[src/sv/kps_pkg.sv]
`timescale 1ns / 1ps
// ----------------------------------------------------------------------------
// kps_pkg
// Shared types and constants of the matrix keypad scanner.
// ----------------------------------------------------------------------------
package kps_pkg;

  localparam int unsigned ROW_COUNT = 4;
  localparam int unsigned COL_COUNT = 4;

  localparam int unsigned CNT_W     = 10;
  localparam int unsigned CFG_IDX_W = 2;
  localparam int unsigned CFG_DAT_W = 10;
  localparam int unsigned IN_W      = 16;
  localparam int unsigned OUT_W     = 16;

  // Register indexes of the configuration port
  localparam logic [CFG_IDX_W-1:0] REG_DEBOUNCE = 2'd0;
  localparam logic [CFG_IDX_W-1:0] REG_SETTLE   = 2'd1;
  localparam logic [CFG_IDX_W-1:0] REG_RELEASE  = 2'd2;
  localparam logic [CFG_IDX_W-1:0] REG_QUIET    = 2'd3;

  // Reset values of the registers
  localparam logic [7:0]       DEBOUNCE_RST = 8'd10;
  localparam logic [7:0]       SETTLE_RST   = 8'd1;
  localparam logic [CNT_W-1:0] RELEASE_RST  = 10'd500;
  localparam logic [7:0]       QUIET_RST    = 8'd10;

  localparam logic [CNT_W-1:0] CNT_MAX = '1;

  typedef enum logic [2:0] {
    PH_IDLE     = 3'd0,
    PH_DEBOUNCE = 3'd1,
    PH_SETTLE   = 3'd2,
    PH_RELEASE  = 3'd3,
    PH_QUIET    = 3'd4
  } phase_e;

  typedef struct packed {
    logic [7:0]       debounce_ticks;
    logic [7:0]       settle_ticks;
    logic [CNT_W-1:0] release_timeout;
    logic [7:0]       quiet_ticks;
  } cfg_t;

  typedef struct packed {
    logic [3:0] row_levels;
    logic [3:0] col_levels;
    logic       ir_owns_row1;
  } tick_t;

  typedef struct packed {
    logic       key_valid;
    logic [1:0] key_row;
    logic [1:0] key_col;
    logic       cols_driven_low;
    logic       row_driven_low;
    logic [1:0] driven_row;
  } result_t;

endpackage

[src/sv/kps_cfg_regs.sv]
`timescale 1ns / 1ps
// ----------------------------------------------------------------------------
// kps_cfg_regs
// Timing registers of the keypad scanner, written through the config port.
// ----------------------------------------------------------------------------
module kps_cfg_regs (
  input  logic                           clk_i,
  input  logic                           rst_ni,
  input  logic                           cfg_valid_i,
  input  logic [kps_pkg::CFG_IDX_W-1:0]  cfg_index_i,
  input  logic [kps_pkg::CFG_DAT_W-1:0]  cfg_data_i,
  output kps_pkg::cfg_t                  cfg_o
);

  kps_pkg::cfg_t cfg_q, cfg_d;

  // Decode the register index and take the write
  always_comb begin
    cfg_d = cfg_q;
    if (cfg_valid_i) begin
      unique case (cfg_index_i)
        kps_pkg::REG_DEBOUNCE: cfg_d.debounce_ticks  = cfg_data_i[7:0];
        kps_pkg::REG_SETTLE:   cfg_d.settle_ticks    = cfg_data_i[7:0];
        kps_pkg::REG_RELEASE:  cfg_d.release_timeout = cfg_data_i;
        kps_pkg::REG_QUIET:    cfg_d.quiet_ticks     = cfg_data_i[7:0];
        default:               cfg_d = cfg_q;
      endcase
    end
  end

  always_ff @(posedge clk_i or negedge rst_ni) begin
    if (!rst_ni) begin
      cfg_q.debounce_ticks  <= kps_pkg::DEBOUNCE_RST;
      cfg_q.settle_ticks    <= kps_pkg::SETTLE_RST;
      cfg_q.release_timeout <= kps_pkg::RELEASE_RST;
      cfg_q.quiet_ticks     <= kps_pkg::QUIET_RST;
    end else begin
      cfg_q <= cfg_d;
    end
  end

  assign cfg_o = cfg_q;

endmodule

[src/sv/kps_tick_logic.sv]
`timescale 1ns / 1ps
// ----------------------------------------------------------------------------
// kps_tick_logic
// Row edge detection, pending slot and scan phase machine; one tick per
// advance, result computed in the same cycle.
// ----------------------------------------------------------------------------
module kps_tick_logic (
  input  logic              clk_i,
  input  logic              rst_ni,
  input  logic              advance_i,
  input  kps_pkg::tick_t    tick_i,
  input  kps_pkg::cfg_t     cfg_i,
  output kps_pkg::result_t  res_o
);

  localparam logic [3:0] ROW_MASK = 4'((1 << kps_pkg::ROW_COUNT) - 1);

  kps_pkg::phase_e             phase_q, phase_d;
  logic                        pend_flag_q, pend_flag_d;
  logic [1:0]                  pend_row_q, pend_row_d;
  logic [1:0]                  active_row_q, active_row_d;
  logic [kps_pkg::CNT_W-1:0]   cnt_q, cnt_d;
  logic [3:0]                  armed_q, armed_d;
  logic [3:0]                  prev_q, prev_d;

  logic [3:0]                  fall;
  logic [1:0]                  fall_idx;
  logic                        col_found;
  logic [1:0]                  col_idx;
  logic [kps_pkg::CNT_W-1:0]   cnt_inc;
  logic                        drv;

  // Falling edges on armed rows, suppressed while a row is being scanned
  always_comb begin
    fall = prev_q & ~tick_i.row_levels & armed_q & ROW_MASK;
    if (tick_i.ir_owns_row1) begin
      fall[1] = 1'b0;
    end
    if (phase_q == kps_pkg::PH_SETTLE) begin
      fall = '0;
    end
  end

  // Lowest edging row and lowest low column
  always_comb begin
    fall_idx  = '0;
    col_found = 1'b0;
    col_idx   = '0;
    for (int i = kps_pkg::ROW_COUNT - 1; i >= 0; i--) begin
      if (fall[i]) begin
        fall_idx = 2'(i);
      end
    end
    for (int j = kps_pkg::COL_COUNT - 1; j >= 0; j--) begin
      if (!tick_i.col_levels[j]) begin
        col_found = 1'b1;
        col_idx   = 2'(j);
      end
    end
  end

  assign cnt_inc = (cnt_q == kps_pkg::CNT_MAX) ? cnt_q : cnt_q + 1'b1;

  // Next state and result of one tick
  always_comb begin
    phase_d      = phase_q;
    pend_flag_d  = pend_flag_q;
    pend_row_d   = pend_row_q;
    active_row_d = active_row_q;
    cnt_d        = cnt_q;
    armed_d      = armed_q & ~fall;
    prev_d       = tick_i.row_levels;
    res_o        = '0;

    // Latch the lowest edge when the slot is free
    if ((fall != '0) && !pend_flag_q) begin
      pend_flag_d = 1'b1;
      pend_row_d  = fall_idx;
    end

    unique case (phase_q)
      kps_pkg::PH_DEBOUNCE: begin
        cnt_d = cnt_inc;
        if (cnt_inc >= {2'b00, cfg_i.debounce_ticks}) begin
          phase_d = kps_pkg::PH_SETTLE;
          cnt_d   = '0;
        end
      end
      kps_pkg::PH_SETTLE: begin
        cnt_d = cnt_inc;
        if (cnt_inc >= {2'b00, cfg_i.settle_ticks}) begin
          armed_d = ROW_MASK;
          cnt_d   = '0;
          if (col_found) begin
            res_o.key_valid = 1'b1;
            res_o.key_row   = active_row_q;
            res_o.key_col   = col_idx;
            phase_d         = kps_pkg::PH_RELEASE;
          end else begin
            phase_d = kps_pkg::PH_IDLE;
          end
        end
      end
      kps_pkg::PH_RELEASE: begin
        cnt_d = cnt_inc;
        if (tick_i.row_levels[active_row_q] || (cnt_inc >= cfg_i.release_timeout)) begin
          phase_d = kps_pkg::PH_QUIET;
          cnt_d   = '0;
        end
      end
      kps_pkg::PH_QUIET: begin
        cnt_d = cnt_inc;
        if (cnt_inc >= {2'b00, cfg_i.quiet_ticks}) begin
          armed_d[active_row_q] = ROW_MASK[active_row_q];
          phase_d               = kps_pkg::PH_IDLE;
          cnt_d                 = '0;
        end
      end
      default: begin
        // Idle, and unused codes behave as idle
        phase_d = kps_pkg::PH_IDLE;
        if (pend_flag_d) begin
          active_row_d = pend_row_d;
          pend_flag_d  = 1'b0;
          cnt_d        = '0;
          phase_d      = kps_pkg::PH_DEBOUNCE;
        end
      end
    endcase

    drv                   = (phase_q == kps_pkg::PH_SETTLE) ||
                            (phase_d == kps_pkg::PH_SETTLE);
    res_o.cols_driven_low = ~drv;
    res_o.row_driven_low  = drv;
    res_o.driven_row      = drv ? active_row_d : 2'd0;
  end

  always_ff @(posedge clk_i or negedge rst_ni) begin
    if (!rst_ni) begin
      phase_q      <= kps_pkg::PH_IDLE;
      pend_flag_q  <= 1'b0;
      pend_row_q   <= '0;
      active_row_q <= '0;
      cnt_q        <= '0;
      armed_q      <= '1;
      prev_q       <= '1;
    end else if (advance_i) begin
      phase_q      <= phase_d;
      pend_flag_q  <= pend_flag_d;
      pend_row_q   <= pend_row_d;
      active_row_q <= active_row_d;
      cnt_q        <= cnt_d;
      armed_q      <= armed_d;
      prev_q       <= prev_d;
    end
  end

  // A reported key always leads into the release wait
  a_key_to_release: assert property (@(posedge clk_i) disable iff (!rst_ni)
    advance_i && res_o.key_valid |=> phase_q == kps_pkg::PH_RELEASE)
    else $error("key reported without entering release wait");

  // A key is only reported while its row is driven
  a_key_while_driven: assert property (@(posedge clk_i) disable iff (!rst_ni)
    res_o.key_valid |-> res_o.row_driven_low && (res_o.driven_row == res_o.key_row))
    else $error("key reported while its row is not driven");

  // Tick state moves only with an item
  a_hold_without_item: assert property (@(posedge clk_i) disable iff (!rst_ni)
    !advance_i |=> $stable(phase_q) && $stable(cnt_q) && $stable(armed_q))
    else $error("tick state changed without an item");

  // Entering debounce always frees the pending slot first
  a_slot_taken: assert property (@(posedge clk_i) disable iff (!rst_ni)
    advance_i && (phase_q == kps_pkg::PH_IDLE) && pend_flag_q
    |=> phase_q == kps_pkg::PH_DEBOUNCE && !pend_flag_q)
    else $error("pending row not taken by idle scanner");

endmodule

[src/sv/matrix_keypad_scanner_core.sv]
`timescale 1ns / 1ps
// ----------------------------------------------------------------------------
// matrix_keypad_scanner_core
// 4x4 matrix keypad scanner stepped by one sampled tick per item.
// ----------------------------------------------------------------------------
// Each input item is one millisecond tick with the sampled row and column
// pins; each tick gives exactly one result item with the key report and the
// pin drive for the next tick. The block takes one item per clock cycle
// while results are taken: the accepted tick sits in the input register
// while the single pass of tick logic computes its result, which is loaded
// into the result register once it has room. Back-pressure on the result
// side stalls the input side through the result register. Debounce, settle,
// release and quiet times are counted in ticks. The user must set them
// through the configuration port while the block is idle; it does not check.
// ----------------------------------------------------------------------------
module matrix_keypad_scanner_core (
  input  logic                           clk_i,
  input  logic                           rst_ni,
  // Input ticks: tdata = row_levels[3:0], col_levels[7:4], ir_owns_row1[8]
  input  logic                           s_axis_tvalid,
  output logic                           s_axis_tready,
  input  logic [kps_pkg::IN_W-1:0]       s_axis_tdata,
  // Results: tdata = key_valid[0], key_row[2:1], key_col[4:3],
  //          cols_driven_low[5], row_driven_low[6], driven_row[8:7]
  output logic                           m_axis_tvalid,
  input  logic                           m_axis_tready,
  output logic [kps_pkg::OUT_W-1:0]      m_axis_tdata,
  // Configuration writes
  input  logic                           cfg_valid_i,
  output logic                           cfg_ready_o,
  input  logic [kps_pkg::CFG_IDX_W-1:0]  cfg_index_i,
  input  logic [kps_pkg::CFG_DAT_W-1:0]  cfg_data_i
);

  logic              in_valid_q, in_valid_d;
  kps_pkg::tick_t    in_q;
  logic              out_valid_q, out_valid_d;
  kps_pkg::result_t  out_q;
  kps_pkg::result_t  res;
  kps_pkg::cfg_t     cfg;
  logic              advance;
  logic              in_take;

  assign cfg_ready_o = 1'b1;

  kps_cfg_regs u_cfg (
    .clk_i       (clk_i),
    .rst_ni      (rst_ni),
    .cfg_valid_i (cfg_valid_i),
    .cfg_index_i (cfg_index_i),
    .cfg_data_i  (cfg_data_i),
    .cfg_o       (cfg)
  );

  // Move the held tick into the result register when it has room
  assign advance       = in_valid_q && (!out_valid_q || m_axis_tready);
  assign s_axis_tready = !in_valid_q || advance;
  assign in_take       = s_axis_tvalid && s_axis_tready;

  assign in_valid_d  = in_take || (in_valid_q && !advance);
  assign out_valid_d = advance || (out_valid_q && !m_axis_tready);

  always_ff @(posedge clk_i or negedge rst_ni) begin
    if (!rst_ni) begin
      in_valid_q  <= 1'b0;
      out_valid_q <= 1'b0;
    end else begin
      in_valid_q  <= in_valid_d;
      out_valid_q <= out_valid_d;
    end
  end

  // Hold the accepted item
  always_ff @(posedge clk_i) begin
    if (in_take) begin
      in_q.row_levels   <= s_axis_tdata[3:0];
      in_q.col_levels   <= s_axis_tdata[7:4];
      in_q.ir_owns_row1 <= s_axis_tdata[8];
    end
  end

  kps_tick_logic u_tick (
    .clk_i     (clk_i),
    .rst_ni    (rst_ni),
    .advance_i (advance),
    .tick_i    (in_q),
    .cfg_i     (cfg),
    .res_o     (res)
  );

  // Hold the result until taken
  always_ff @(posedge clk_i) begin
    if (advance) begin
      out_q <= res;
    end
  end

  assign m_axis_tvalid = out_valid_q;
  assign m_axis_tdata  = {7'b0, out_q.driven_row, out_q.row_driven_low,
                          out_q.cols_driven_low, out_q.key_col, out_q.key_row,
                          out_q.key_valid};

endmodule

[config.mk]
export PLATFORM = sky130hd
export DESIGN_NAME = matrix_keypad_scanner_core
export DESIGN_NICKNAME = d
export VERILOG_FILES = /design/src/sv/kps_pkg.sv /design/src/sv/kps_cfg_regs.sv /design/src/sv/kps_tick_logic.sv /design/src/sv/matrix_keypad_scanner_core.sv
export SDC_FILE = /design/constraint.sdc
export NUM_CORES = 1
export LEC_CHECK = 0
export BUFFER_PORTS_ARGS = -buffer_cell sky130_fd_sc_hd__buf_2
export CAP_MARGIN = 5
export CORE_UTILIZATION = 45
export CTS_CLUSTER_DIAMETER = 100
export DETAILED_ROUTE_END_ITERATION = 16
export GPL_TIMING_DRIVEN = 0
export PLACE_DENSITY = 0.65
export SETUP_SLACK_MARGIN = 0.02
export SYNTH_ARGS = -nofsm -noshare
export SYNTH_HDL_FRONTEND = slang
export SYNTH_SLANG_ARGS = --single-unit
export TNS_END_PERCENT = 100
[constraint.sdc]
create_clock -name clk_i -period 3.7 [get_ports clk_i]
set_input_delay 0.185 -clock clk_i [delete_from_list [all_inputs] [get_ports clk_i]]
set_output_delay 0.185 -clock clk_i [all_outputs]
set_load 0.05 [all_outputs]
* After elaboration in Yosys (flattened, before gate mapping) *
Cells that the tools add are included.

storage, ports and cells
  register bits after elaboration = 80
  output and inout port bits = 19
  logic and storage cells = 119

operators by class
  mux-type cells = 44
  reduce and logical (&&, ||, !) cells = 30
  $lt $le $gt $ge = 6
  bitwise logic cells = 6
  equal/unequal tests = 9
  add/sub/neg operators = 1

operators with widths
  kind                     number
  $mux W10                 6
  $pmux W10 S4             1
  $ge A10 B8 Y1            3
  $mux W2                  12
  $and A4 B4 Y4            3
  $mux W3                  4
  $mux W4                  3
  $pmux W3 S4              1
  $reduce_and A2 Y1        6
  $mux W1                  11
  $add A10 B1 Y10 const B  1
  $eq A10 B10 Y1 const B   1
  $ge A10 B10 Y1           1
  $eq A3 B2 Y1 const B     3
  $not A4 Y4               2
  $pmux W4 S2              1
  $logic_and A1 B1 Y1      6
  $logic_or A1 B1 Y1       6
  $logic_not A1 Y1         5
  $mux W5                  1
  $reduce_and A5 Y1        1
  $reduce_bool A5 Y1       1
  $bmux W1 S2              2
  $bwmux W4                1
  13 further kinds         14

* Longest topological paths before layout *
Gate-level depths: netlist (run 1).

  word-level depth = 13
  depth in mapped cells = 15
  gate-level depth less buffers = 15

* Modules after synthesis *
From an unflattened synthesis (run 1), not the netlist that was laid out.

second synthesis, totals
  cells, all modules = 420
  area, all modules = 4,568.1 µm²

by module, submodules not included
  module                      cells each  sequential area each (µm²)  area an instance (µm²)  times used
  kps_tick_logic              311         660.6                       2,553.7                 1
  kps_cfg_regs                73          864.6                       1,302.5                 1
  matrix_keypad_scanner_core  36          590.6                       711.9                   1

* Worst setup path before layout (run 1) *
OpenSTA, ideal clock, no wires.

  kind = flip-flop to flip-flop
  start point = reg u_tick.cnt_q[0] (netlist name)
  end point = reg out_q (netlist bit m_axis_tdata[5]) (data pin)
  period minus slack after synthesis = 3.473 ns
  library setup time = 0.259 ns
  setup slack = 0.227 ns
  cell stages (with the launch flop) = 13
  data arrival time = 3.214 ns
  data required time = 3.441 ns
  cells stage by stage = dfrtp_1 > ha_1 > and4_4 > nand4_1 > xnor2_1 > ha_1 > or3b_2 > o2111ai_1 > a221o_1 > and3_1 > a22oi_1 > a31o_2 > or2_1

RTL lines
  what                    line                              text
  start, declared         kps_tick_logic.sv:22              logic [kps_pkg::CNT_W-1:0] cnt_q, cnt_d;
  start signal, assigned  kps_tick_logic.sv:152             cnt_q <= cnt_d;
  end signal, assigned    matrix_keypad_scanner_core.sv:94  out_q <= res;
  end, declared           matrix_keypad_scanner_core.sv:38  kps_pkg::result_t out_q;

==> qor.txt, run 1 <==
Min Clock Period, post-route = 3.47 ns
ys async rst share = 77.5%
EDFF count, synth = 18
synthesized cell area = 0.00457 sq mm
Overflow after GRT = 0
ratio of cells with drive above 1 in the final layout = 31.6%
r2r setup slk = 0.23 ns
Worst Setup Path Type = reg2reg
critical path arrival = 3.60 ns
GRT Total Usage = 20.0%
H-tree depth = 3
crit path max fanout = 6
Final Util = 55.7%
nets = 575
Lkg Pwr = 2.47 nW
worst-case vdd ir drop = 0.371 mV
die width = 103 um
global-route wire length before repair = 15.9 mm
TNS Setup = 0 ns
CP Launch Type = flip-flop
post-route clock skew = 0.00968 ns
DR iter-0 viols = 151
CTS max path bufs = 2
GP Congestion = 0.837
Worst slew margin = 37.8%
synth unique cells = 73
Cell Chain, Critical Path = and3_2 > nand2_1 > nor2_4 > nor3_4 > nand3_2 > xnor2_4 > buf_4 > ha_1 > nand4_1 > a221o_1 > and3_1 > o22ai_1 > a211oi_2 > or2_1
worst skew pair latency = 0.36 ns
largest net degree at the start of global routing = 34
area of the core = 0.00982 sq mm
Synth top area share = 23.5%
Synth area leaders = dfrtp_1, edfxtp_1, dfstp_2, ha_1, mux2_2
initial antenna violation count = 0
commonest non-fill, non-tap cell in the layout = nand2_1
Period Utilization, post-route = 93.8%
Final Non-Filler Cells = 645
power per cell area = 556 mW/mm^2
port bufs = 36
Placed Cells = 606
CTS Sinks = 80
drc violations = 0
clock slew at reported path FFs = 0.09 ns
via total after detailed routing = 3438
CTS tree = yes
sequential fraction of the synthesis area = 46.3%
CTS buffer count = 9
Crit. End Element = flip-flop
setup violators final = 0
max-cap violation count = 0
max-slew violations = 0
DR pass1 iterations = 4
Worst Tran Pin Value = 0.934 ns
HPWL Detailed = 6.97 mm
required time of the critical path = 3.83 ns
Most used DFF post-synth = dfrtp_1
Die ar. = 0.0106 sq mm
slowest stage delay, CP = 0.47 ns
Die Ht = 103 um
Synth Register Bits = 80
wire per inst = 15.1 um
IO Pins = 52
total wire length = 9.74 mm
most frequent cells in the layout = nand2_1, dfrtp_1, buf_2, inv_1, ha_1
status = finished, final reports clean
Cells after Synth = 430
vias in the first global route = 3235
Rows = 36
ANT nets after route = 0
Via-to-Cell Ratio = 5.33
Starting Density = 46.5%
largest area contributor in the synthesized netlist = dfrtp_1
syn avg cell area = 10.6 sq um
final hold viol count = 0
HP Class = in2reg
CTS root buf = clkbuf_8
synthesis-to-finish area growth = 19.7%
n_diodes = 0
Max stage delay cell, worst path = dfrtp_1
YS warnings = 0
f_max = 288 MHz
hold_ws = 0.0352 ns
-- state kept, by name (all words and copies together), names as in the netlist, 2 cells and up --
register             flops
u_cfg.cfg_o             34
u_tick.phase_q           3
u_tick.active_row_q      2
u_tick.prev_q            4
u_tick.pend_row_q        2
m_axis_tdata             9
u_tick.cnt_q            10
in_q                     9
u_tick.armed_q           4
-- critical path, delay by kind of cell (launching register included) --
family | cells | cell delay [ns]
AND/OR/NAND/NOR | 8 | 1.48
AO/OA/AOI/OAI | 3 | 0.68
flip-flops | 1 | 0.47
adder cells (fa/ha/maj) | 1 | 0.29
XOR/XNOR | 1 | 0.17
buffers and inverters | 1 | 0.16
-- Yosys cell counts (2+ instances only) --
library cell / count
inv_1: 34
nor3b_1: 2
o32a_1: 2
buf_4: 8
buf_2: 2
nor3_1: 9
xnor2_1: 5
a2111oi_0: 2
o22ai_1: 4
and3_1: 3
nand3_1: 11
and2b_1: 4
edfxtp_1: 18
dfstp_2: 19
ha_1: 35
nand4_1: 5
and2_1: 6
or3b_2: 3
conb_1: 2
a21o_1: 2
a22o_2: 2
a22o_1: 8
a21oi_1: 19
mux2_2: 29
and3b_1: 3
xor2_1: 2
nand2_1: 42
o21ai_0: 23
a22oi_1: 2
a31oi_1: 2
a211o_1: 2
nor2b_1: 3
nor2_1: 20
dfrtp_1: 43
o21ai_2: 2
nand2b_1: 7
o21ai_1: 2
nand3b_1: 4
clkbuf_1: 4
and4_4: 2
-- where the power goes --
group / leakage [nW] / switching [mW] / internal, mW / total [mW]
registers: 0.908 / 0.111 / 1.11 / 1.22
logic: 1.48 / 0.711 / 0.523 / 1.23
clock network: 0.0851 / 0.342 / 0.244 / 0.586
total: 2.47 / 1.16 / 1.87 / 3.04
-- cell families (layout without fill, tap and decap cells) --
kind of cell / Yosys count / in the layout / share of synthesized area (%)
and+or+nand+nor: 136 / 136 / 16.5
buffers and inverters: 52 / 128 / 5.31
adders and majority gates: 35 / 35 / 9.58
muxes: 31 / 31 / 7.86
xor gates and xnor gates: 7 / 7 / 1.34
other: 2 / 8 / 0.164
DFF: 80 / 80 / 46.3
AOI/OAI and AO/OA: 87 / 87 / 13.0
-- what timing repair did --
item                       CTS  global route
pin swaps                    4             8
hold buffers                10             0
resized for setup           15            11
setup endpoints to repair   19             4
setup buffers                4             9
hold endpoints to repair    31             0
-- per-stage QoR --
| step | cell area (sq um) | setup WS [ns] | power (mW) |
|---|---|---|---|
| floorplan | 4590 | 0.227 | 2.08 |
| global placement | 4940 | -0.435 | 2.33 |
| detailed placement | 4960 | -0.490 | 2.37 |
| CTS | 5330 | 0.0242 | 2.99 |
| global route | 5470 | -0.0115 | 3.25 |
| finish | 5470 | 0.229 | 3.04 |
-- routing by layer --
metal / vias to the layer above / GRT usage (%) / share of wire [%]
met1: 1683 / 26.7 / 46
met5: - / 0 / 0
met4: 0 / 6.83 / 1.2
li1: 1683 / - / -
met2: 64 / 32.1 / 49
met3: 8 / 4.47 / 3.6
-- worst paths after layout --
| check | cells after the start | start | endpoint |
|---|---|---|---|
| worst min register to register | 2 | u_tick.prev_q[2]$_DFFE_PN1P_ | u_tick.prev_q[2]$_DFFE_PN1P_ |
| worst max register to register | 14 | u_tick.cnt_q[7]$_DFFE_PN0P_ | m_axis_tdata[5]$_DFFE_PP_ |
| worst max-delay path | 14 | u_tick.cnt_q[7]$_DFFE_PN0P_ | m_axis_tdata[5]$_DFFE_PP_ |
| max in group asynchronous | 3 | rst_ni | u_cfg.cfg_o[14]$_DFFE_PN1P_ |
| min in group asynchronous | 2 | rst_ni | u_tick.cnt_q[8]$_DFFE_PN0P_ |
| worst min-delay path | 2 | s_axis_tvalid | in_valid_q$_DFF_PN0_ |
-- layout make-up --
cell class                 count  area (sq um)
inverter                      35           131
buffer                        17           111
multi-input combinational    304          2370
tap                          133           166
fill                         882          4350
clock inverter                 7          46.3
clock buffer                   9           124
sequential                    80          2120
timing repair buffer          60           402
(Power assumes the default switching activity.)
==> run 2: changes to the inputs <==
--- a/config.mk
+++ b/config.mk
@@ -5,13 +5,14 @@
 export SDC_FILE = /design/constraint.sdc
 export NUM_CORES = 1
 export LEC_CHECK = 0
+export ABC_AREA = 1
 export BUFFER_PORTS_ARGS = -buffer_cell sky130_fd_sc_hd__buf_2
 export CAP_MARGIN = 5
-export CORE_UTILIZATION = 45
+export CORE_UTILIZATION = 35
 export CTS_CLUSTER_DIAMETER = 100
 export DETAILED_ROUTE_END_ITERATION = 16
 export GPL_TIMING_DRIVEN = 0
-export PLACE_DENSITY = 0.65
+export PLACE_DENSITY = 0.53
 export SETUP_SLACK_MARGIN = 0.02
 export SYNTH_ARGS = -nofsm -noshare
 export SYNTH_HDL_FRONTEND = slang
==> qor.txt, run 2 <==
status = finished, final reports clean (unchanged)
Placed Cells = 774 (was 606)
IO Pins = 52 (unchanged)
Largest register FFs = 34 (unchanged)
RSZ-0062 raised after global routing = false
synthesized cell area = 0.00466 sq mm (was 0.00457 sq mm)
HPWL Detailed = 7.90 mm (was 6.97 mm)
DR pass1 iterations = 4 (unchanged)
vias in the first global route = 3649 (was 3235)
post-route clock skew = 0.00687 ns (was 0.00968 ns)
nets = 688 (was 575)
Cell Chain, Critical Path = ha_1 > inv_1 > nor2_4 > nand4_4 > inv_1 > nor3_2 > a21oi_2 > ha_1 > nand2_1 > inv_1 > a21oi_1 > nand2_1 > a21oi_2 > nand2_4 > nand2_4 > nand3_4 > nor2_4 > nand2_2 > nand2_1 > inv_1 (was and3_2 > nand2_1 > nor2_4 > nor3_4 > nand3_2 > xnor2_4 > buf_4 > ha_1 > nand4_1 > a221o_1 > and3_1 > o22ai_1 > a211oi_2 > or2_1)
commonest non-fill, non-tap cell in the layout = nand2_1 (unchanged)
Sequential cell area = 0.00212 sq mm (about the same)
Most Crowded Layer GR = met2 (unchanged)
CTS buffer count = 9 (unchanged)
required time of the critical path = 3.81 ns (was 3.83 ns)
CTS root buf = clkbuf_16 (was clkbuf_8)
EDFF count, synth = 18 (unchanged)
CP Buf/Inv Count = 4 (was 1)
Rows = 41 (was 36)
YS warnings = 0 (unchanged)
die width = 117 um (was 103 um)
slowest stage delay, CP = 0.41 ns (was 0.47 ns)
met1 Use GR = 21.7% (was 26.7%)
cell with the most instances after synthesis = nand2_1 (was dfrtp_1)
ratio of cells with drive above 1 in the final layout = 18.1% (was 31.6%)
fill count = 1318 (was 882)
critical path's most frequent cell = inv_1
Die Ht = 117 um (was 103 um)
final hold viol count = 0 (unchanged)
synthesis-to-finish area growth = 18.2% (was 19.7%)
Synth Register Bits = 80 (unchanged)
worst-case vdd ir drop = 0.403 mV (was 0.371 mV)
fin area = 0.00551 sq mm (was 0.00547 sq mm)
met3 Track Usage GR = 3.70% (was 4.47%)
port bufs = 36 (unchanged)
n_diodes = 0 (unchanged)
Min Clock Period, post-route = 3.36 ns (was 3.47 ns)
max-cap violation count = 0 (unchanged)
Die ar. = 0.0138 sq mm (was 0.0106 sq mm)
CTS max path bufs = 2 (unchanged)
delay-heaviest family, CP = simple AND/OR/NAND/NOR gates (unchanged)
clock slew at reported path FFs = 0.07 ns (was 0.09 ns)
Final Non-Filler Cells = 797 (was 645)
largest area contributor in the synthesized netlist = dfrtp_1 (unchanged)
critical path startpoint = u_tick.cnt_q[0]$_DFFE_PN0P_ (was u_tick.cnt_q[7]$_DFFE_PN0P_)
Worst Tran Pin Value = 0.925 ns (was 0.934 ns)
synth unique cells = 35 (was 73)
Synth area leaders = dfrtp_1, edfxtp_1, nand2_1, dfstp_2, ha_1 (was dfrtp_1, edfxtp_1, dfstp_2, ha_1, mux2_2)
reg2reg end = m_axis_tdata[5]$_DFFE_PP_ (unchanged)
r2r setup slk = 0.34 ns (was 0.23 ns)
Via-to-Cell Ratio = 4.69 (was 5.33)
area of the core = 0.0128 sq mm (was 0.00982 sq mm)
max-slew violations = 0 (unchanged)
Synth top cells by count = nand2_1, inv_1, o21ai_0 (was dfrtp_1, nand2_1, ha_1)
CTS Sinks = 80 (unchanged)
setup violators final = 0 (unchanged)
DP Area = 0.00508 sq mm (was 0.00496 sq mm)
reg2reg start = u_tick.cnt_q[0]$_DFFE_PN0P_ (was u_tick.cnt_q[7]$_DFFE_PN0P_)
multi-input logic area = 0.00212 sq mm (was 0.00237 sq mm)
ANT nets after route = 0 (unchanged)
worst skew pair latency = 0.35 ns (was 0.36 ns)
HP Class = in2reg (unchanged)
Crit. End Element = flip-flop (unchanged)
f_max = 298 MHz (was 288 MHz)
Lkg Pwr = 2.78 nW (was 2.47 nW)
GRT Total Usage = 16.8% (was 20.0%)
initial antenna violation count = 0 (unchanged)
worst reg2reg path depth = 20 (was 14)
Period Utilization, post-route = 90.8% (was 93.8%)
H-tree depth = 3 (unchanged)
power per cell area = 605 mW/mm^2 (was 556 mW/mm^2)
ys async rst share = 77.5% (unchanged)
Overflow after GRT = 0 (unchanged)
via total after detailed routing = 3740 (was 3438)
Cells after Synth = 560 (was 430)
Most used DFF post-synth = dfrtp_1 (unchanged)
critical path arrival = 3.47 ns (was 3.60 ns)
crit path max fanout = 7 (was 6)
global-route wire length before repair = 18.0 mm (was 15.9 mm)
GP Congestion = 0.800 (was 0.837)
Synth top area share = 23.1% (was 23.5%)
Max stage delay cell, worst path = dfrtp_1 (unchanged)
CP Launch Type = flip-flop (unchanged)
DR iter-0 viols = 167 (was 151)
Worst slew margin = 38.4% (was 37.8%)
largest net degree at the start of global routing = 63 (was 34)
most frequent cells in the layout = nand2_1, inv_1, o21ai_0, dfrtp_1 (was nand2_1, dfrtp_1, buf_2, inv_1, ha_1)
CP Depth = 20 (was 14)
syn avg cell area = 8.33 sq um (was 10.6 sq um)
sequential fraction of the synthesis area = 45.4% (was 46.3%)
GR Util met2 = 27.2% (was 32.1%)
CTS tree = yes (unchanged)
Setup crit end = m_axis_tdata[5]$_DFFE_PP_ (unchanged)
drc violations = 0 (unchanged)
Starting Density = 36.4% (was 46.5%)
total wire length = 10.8 mm (was 9.74 mm)
wire per inst = 13.5 um (was 15.1 um)
Worst Setup Path Type = reg2reg (unchanged)
[run 2: kinds of logic after synthesis]
logic type	after synthesis	synth area share, %
xor gates and xnor gates	6	1.13
and+or+nand+nor	229	23.6
buffers and inverters	116	9.98
adders and majority gates	35	9.39
DFF	80	45.4
other	2	0.161
AOI/OAI and AO/OA	92	10.4
[run 2: repair_timing]
| action | CTS | global route |
|---|---|---|
| pin swaps | 0 | 1 |
| resized for setup | 1 | 4 |
| hold buffers | 3 | 1 |
| setup endpoints to repair | 4 | 17 |
| buffers inserted | 0 | 3 |
| endpoints found under the hold margin | 45 | 1 |
[run 2: how the worst min path moves through the flow]
stage,from,endpoint,slack [ns],depth (start not counted)
global placement,s_axis_tdata[5],in_q[2]$_DFFE_PP_,0.36,1
global route,s_axis_tdata[8],in_q[0]$_DFFE_PP_,0.001,1
finish,s_axis_tdata[8],in_q[0]$_DFFE_PP_,0.008,1
detailed placement,rst_ni,u_cfg.cfg_o[22]$_DFFE_PN0P_,0.33,1
CTS,s_axis_tdata[8],in_q[0]$_DFFE_PP_,0.002,1
floorplan,rst_ni,in_valid_q$_DFF_PN0_,-0.11,0
[run 2: per-stage QoR]
step	utilization, %	hold slack, ns	worst slack [ns]	power [mW]	TNS (ns)
floorplan	-	-0.111	0.729	2.01	0
global placement	39.6	0.365	-0.0472	2.26	-0.0472
finish	43.0	0.00821	0.341	3.33	0
global route	43.0	0.00146	0.0802	3.56	0
detailed placement	39.6	0.330	-0.0469	2.28	-0.0469
CTS	42.6	0.00218	0.0916	3.35	0
[run 2: layer usage]
metal  wire length [um]  part of all wire, %
met1               4980                   46
met2               5060                   47
met3                502                  4.7
met4                202                  1.9
met5                  0                    0
[run 2: cell type report]
type	count	share of cell area (%)
flip-flops and latches	80	38.4
clock buffers	10	4.16
clock inverters	6	2.09
well taps	172	3.91
repair buffers	43	4.45
multi-input cells	370	38.6
inverters	99	6.74
plain buffers	17	1.70
[run 2: where the power goes]
part           internal (mW)  switching [mW]  total (mW)
combinational          0.332           0.732        1.06
clock                  0.665           0.389        1.05
sequential              1.11           0.102        1.22
total                   2.11            1.22        3.33
==> run 3: changes to the inputs <==
--- a/config.mk
+++ b/config.mk
@@ -8,6 +8,7 @@
 export ABC_AREA = 1
 export BUFFER_PORTS_ARGS = -buffer_cell sky130_fd_sc_hd__buf_2
 export CAP_MARGIN = 5
+export CORE_MARGIN = 1.5
 export CORE_UTILIZATION = 35
 export CTS_CLUSTER_DIAMETER = 100
 export DETAILED_ROUTE_END_ITERATION = 16
==> qor.txt, run 3 (synthesis results as in run 2) <==
fin area = 0.00546 sq mm (was 0.00551 sq mm)
vias in the first global route = 3699 (was 3649)
worst skew pair latency = 0.35 ns (about the same)
die width = 118 um (was 117 um)
Cell Chain, Critical Path = ha_1 > inv_1 > nor2_4 > nand4_4 > buf_4 > nand3_1 > xnor2_1 > ha_1 > nand2_1 > nand2_1 > a21oi_1 > nand2_1 > a21boi_1 > nand2_1 > nand2_1 > nand4_1 > nand2_2 > nand2_1 (was ha_1 > inv_1 > nor2_4 > nand4_4 > inv_1 > nor3_2 > a21oi_2 > ha_1 > nand2_1 > inv_1 > a21oi_1 > nand2_1 > a21oi_2 > nand2_4 > nand2_4 > nand3_4 > nor2_4 > nand2_2 > nand2_1 > inv_1)
initial antenna violation count = 0 (unchanged)
reg2reg end = m_axis_tdata[6]$_DFFE_PP_ (was m_axis_tdata[5]$_DFFE_PP_)
GP Congestion = 0.821 (was 0.800)
CTS Sinks = 80 (unchanged)
CP Launch Type = flip-flop (unchanged)
clock slew at reported path FFs = 0.07 ns (about the same)
DP Area = 0.00508 sq mm (unchanged)
Min Clock Period, post-route = 3.40 ns (was 3.36 ns)
critical path's most frequent cell = nand2_1 (was inv_1)
Worst Setup Path Type = reg2reg (unchanged)
H-tree depth = 3 (unchanged)
critical path arrival = 3.50 ns (was 3.47 ns)
Largest register FFs = 34 (unchanged)
CTS max path bufs = 2 (unchanged)
Hold Crit Start = s_axis_tdata[8] (unchanged)
IO Pins = 52 (unchanged)
CTS buffer count = 9 (unchanged)
crit path max fanout = 7 (unchanged)
GRT Total Usage = 16.3% (was 16.8%)
reg2reg start = u_tick.cnt_q[0]$_DFFE_PN0P_ (unchanged)
max-cap violation count = 0 (unchanged)
synthesis-to-finish area growth = 17.1% (was 18.2%)
setup violators final = 0 (unchanged)
global-route wire length before repair = 17.9 mm (was 18.0 mm)
Overflow after GRT = 0 (unchanged)
final hold viol count = 0 (unchanged)
Final Non-Filler Cells = 797 (unchanged)
ANT nets after route = 0 (unchanged)
most frequent cells in the layout = nand2_1, inv_1, o21ai_0, dfrtp_1 (unchanged)
RSZ-0062 raised after global routing = false (unchanged)
hold path depth = 1 (unchanged)
hold_ws = 0.00963 ns (was 0.00821 ns)
nets = 688 (unchanged)
DR iter-0 viols = 220 (was 167)
Worst slew margin = 40.6% (was 38.4%)
ratio of cells with drive above 1 in the final layout = 18.4% (was 18.1%)
required time of the critical path = 3.80 ns (was 3.81 ns)
Starting Density = 36.4% (unchanged)
status = finished, final reports clean (unchanged)
slowest stage delay, CP = 0.45 ns (was 0.41 ns)
drc violations = 0 (unchanged)
Die Ht = 118 um (was 117 um)
CP Depth = 18 (was 20)
post-route clock skew = 0.00803 ns (was 0.00687 ns)
largest net degree at the start of global routing = 63 (unchanged)
wire per inst = 13.3 um (was 13.5 um)
total wire length = 10.6 mm (was 10.8 mm)
HPWL Detailed = 7.79 mm (was 7.90 mm)
area of the core = 0.0128 sq mm (unchanged)
Placed Cells = 774 (unchanged)
via total after detailed routing = 3700 (was 3740)
fill count = 1317 (was 1318)
CTS tree = yes (unchanged)
f_max = 294 MHz (was 298 MHz)
CTS root buf = clkbuf_16 (unchanged)
Rows = 41 (unchanged)
Max stage delay cell, worst path = xnor2_1 (was dfrtp_1)
Crit. End Element = flip-flop (unchanged)
WHS Endpoint = in_q[0]$_DFFE_PP_ (unchanged)
power per cell area = 584 mW/mm^2 (was 605 mW/mm^2)
commonest non-fill, non-tap cell in the layout = nand2_1 (unchanged)
Worst Tran Pin Value = 0.891 ns (was 0.925 ns)
port bufs = 36 (unchanged)
worst reg2reg path depth = 18 (was 20)
Lkg Pwr = 2.77 nW (was 2.78 nW)
DR pass1 iterations = 4 (unchanged)
worst-case vdd ir drop = 0.269 mV (was 0.403 mV)
Via-to-Cell Ratio = 4.64 (was 4.69)
r2r setup slk = 0.30 ns (was 0.34 ns)
delay-heaviest family, CP = simple AND/OR/NAND/NOR gates (unchanged)
Die ar. = 0.0140 sq mm (was 0.0138 sq mm)
HP Class = in2reg (unchanged)
Period Utilization, post-route = 91.9% (was 90.8%)
CP Buf/Inv Count = 2 (was 4)
n_diodes = 0 (unchanged)
max-slew violations = 0 (unchanged)
## run 3: cell type report
type / instances / area [sq um] / area share [%]
tap: 172 / 215 / 3.94
clock inverter: 6 / 66.3 / 1.21
inverter: 99 / 372 / 6.80
multi-input combinational: 370 / 2130 / 39.0
buffer: 17 / 93.8 / 1.72
timing repair buffer: 43 / 240 / 4.40
clock buffer: 10 / 229 / 4.19
sequential: 80 / 2120 / 38.7
## run 3: stage by stage
| stage | setup TNS [ns] | util, % | setup WS, ns | power (mW) |
|---|---|---|---|---|
| 2_1_floorplan | 0 | - | 0.729 | 2.01 |
| 3_3_place_gp | -0.0389 | 39.6 | -0.0389 | 2.26 |
| 3_5_place_dp | -0.0641 | 39.6 | -0.0613 | 2.28 |
| 4_1_cts | 0 | 42.1 | 0.0902 | 3.20 |
| 5_1_grt | 0 | 42.6 | 0.0348 | 3.42 |
| 6_report | 0 | 42.6 | 0.299 | 3.19 |
## run 3: what timing repair did
item,in CTS,in global routing
setup buffers,0,5
setup endpoints to repair,4,14
pin swaps,0,1
hold buffers,2,0
gates resized for setup,1,5
endpoints found under the hold margin,44,0
## run 3: where the power goes
part | leakage (nW) | switching [mW] | internal, mW | total, mW
Sequential | 0.925 | 0.101 | 1.11 | 1.22
Combinational | 1.70 | 0.733 | 0.334 | 1.07
Clock | 0.147 | 0.379 | 0.526 | 0.905
Total | 2.77 | 1.21 | 1.98 | 3.19
## run 3: routing by layer
layer / up-vias / share of wire (%) / wire length [um] / global-route usage [%]
met4: 0 / 2.1 / 218 / 7.91
met2: 66 / 46 / 4870 / 26.1
met5: - / 0 / 0 / 0
met1: 1713 / 49 / 5170 / 21.2
met3: 18 / 3.3 / 354 / 3.09
li1: 1903 / - / - / -
## run 3: worst max path at each step
| stage | slack (ns) | startpoint | end |
|---|---|---|---|
| after CTS | 0.09 | u_tick.cnt_q[0]$_DFFE_PN0P_ | m_axis_tdata[5]$_DFFE_PP_ |
| final | 0.30 | u_tick.cnt_q[0]$_DFFE_PN0P_ | m_axis_tdata[6]$_DFFE_PP_ |
| after detailed placement | -0.06 | u_tick.cnt_q[0]$_DFFE_PN0P_ | m_axis_tdata[5]$_DFFE_PP_ |
| after floorplan | 0.73 | u_tick.cnt_q[0]$_DFFE_PN0P_ | m_axis_tdata[5]$_DFFE_PP_ |
| after global routing | 0.03 | u_tick.cnt_q[0]$_DFFE_PN0P_ | m_axis_tdata[8]$_SDFFCE_PN0P_ |
| after global placement | -0.04 | u_tick.cnt_q[0]$_DFFE_PN0P_ | m_axis_tdata[5]$_DFFE_PP_ |
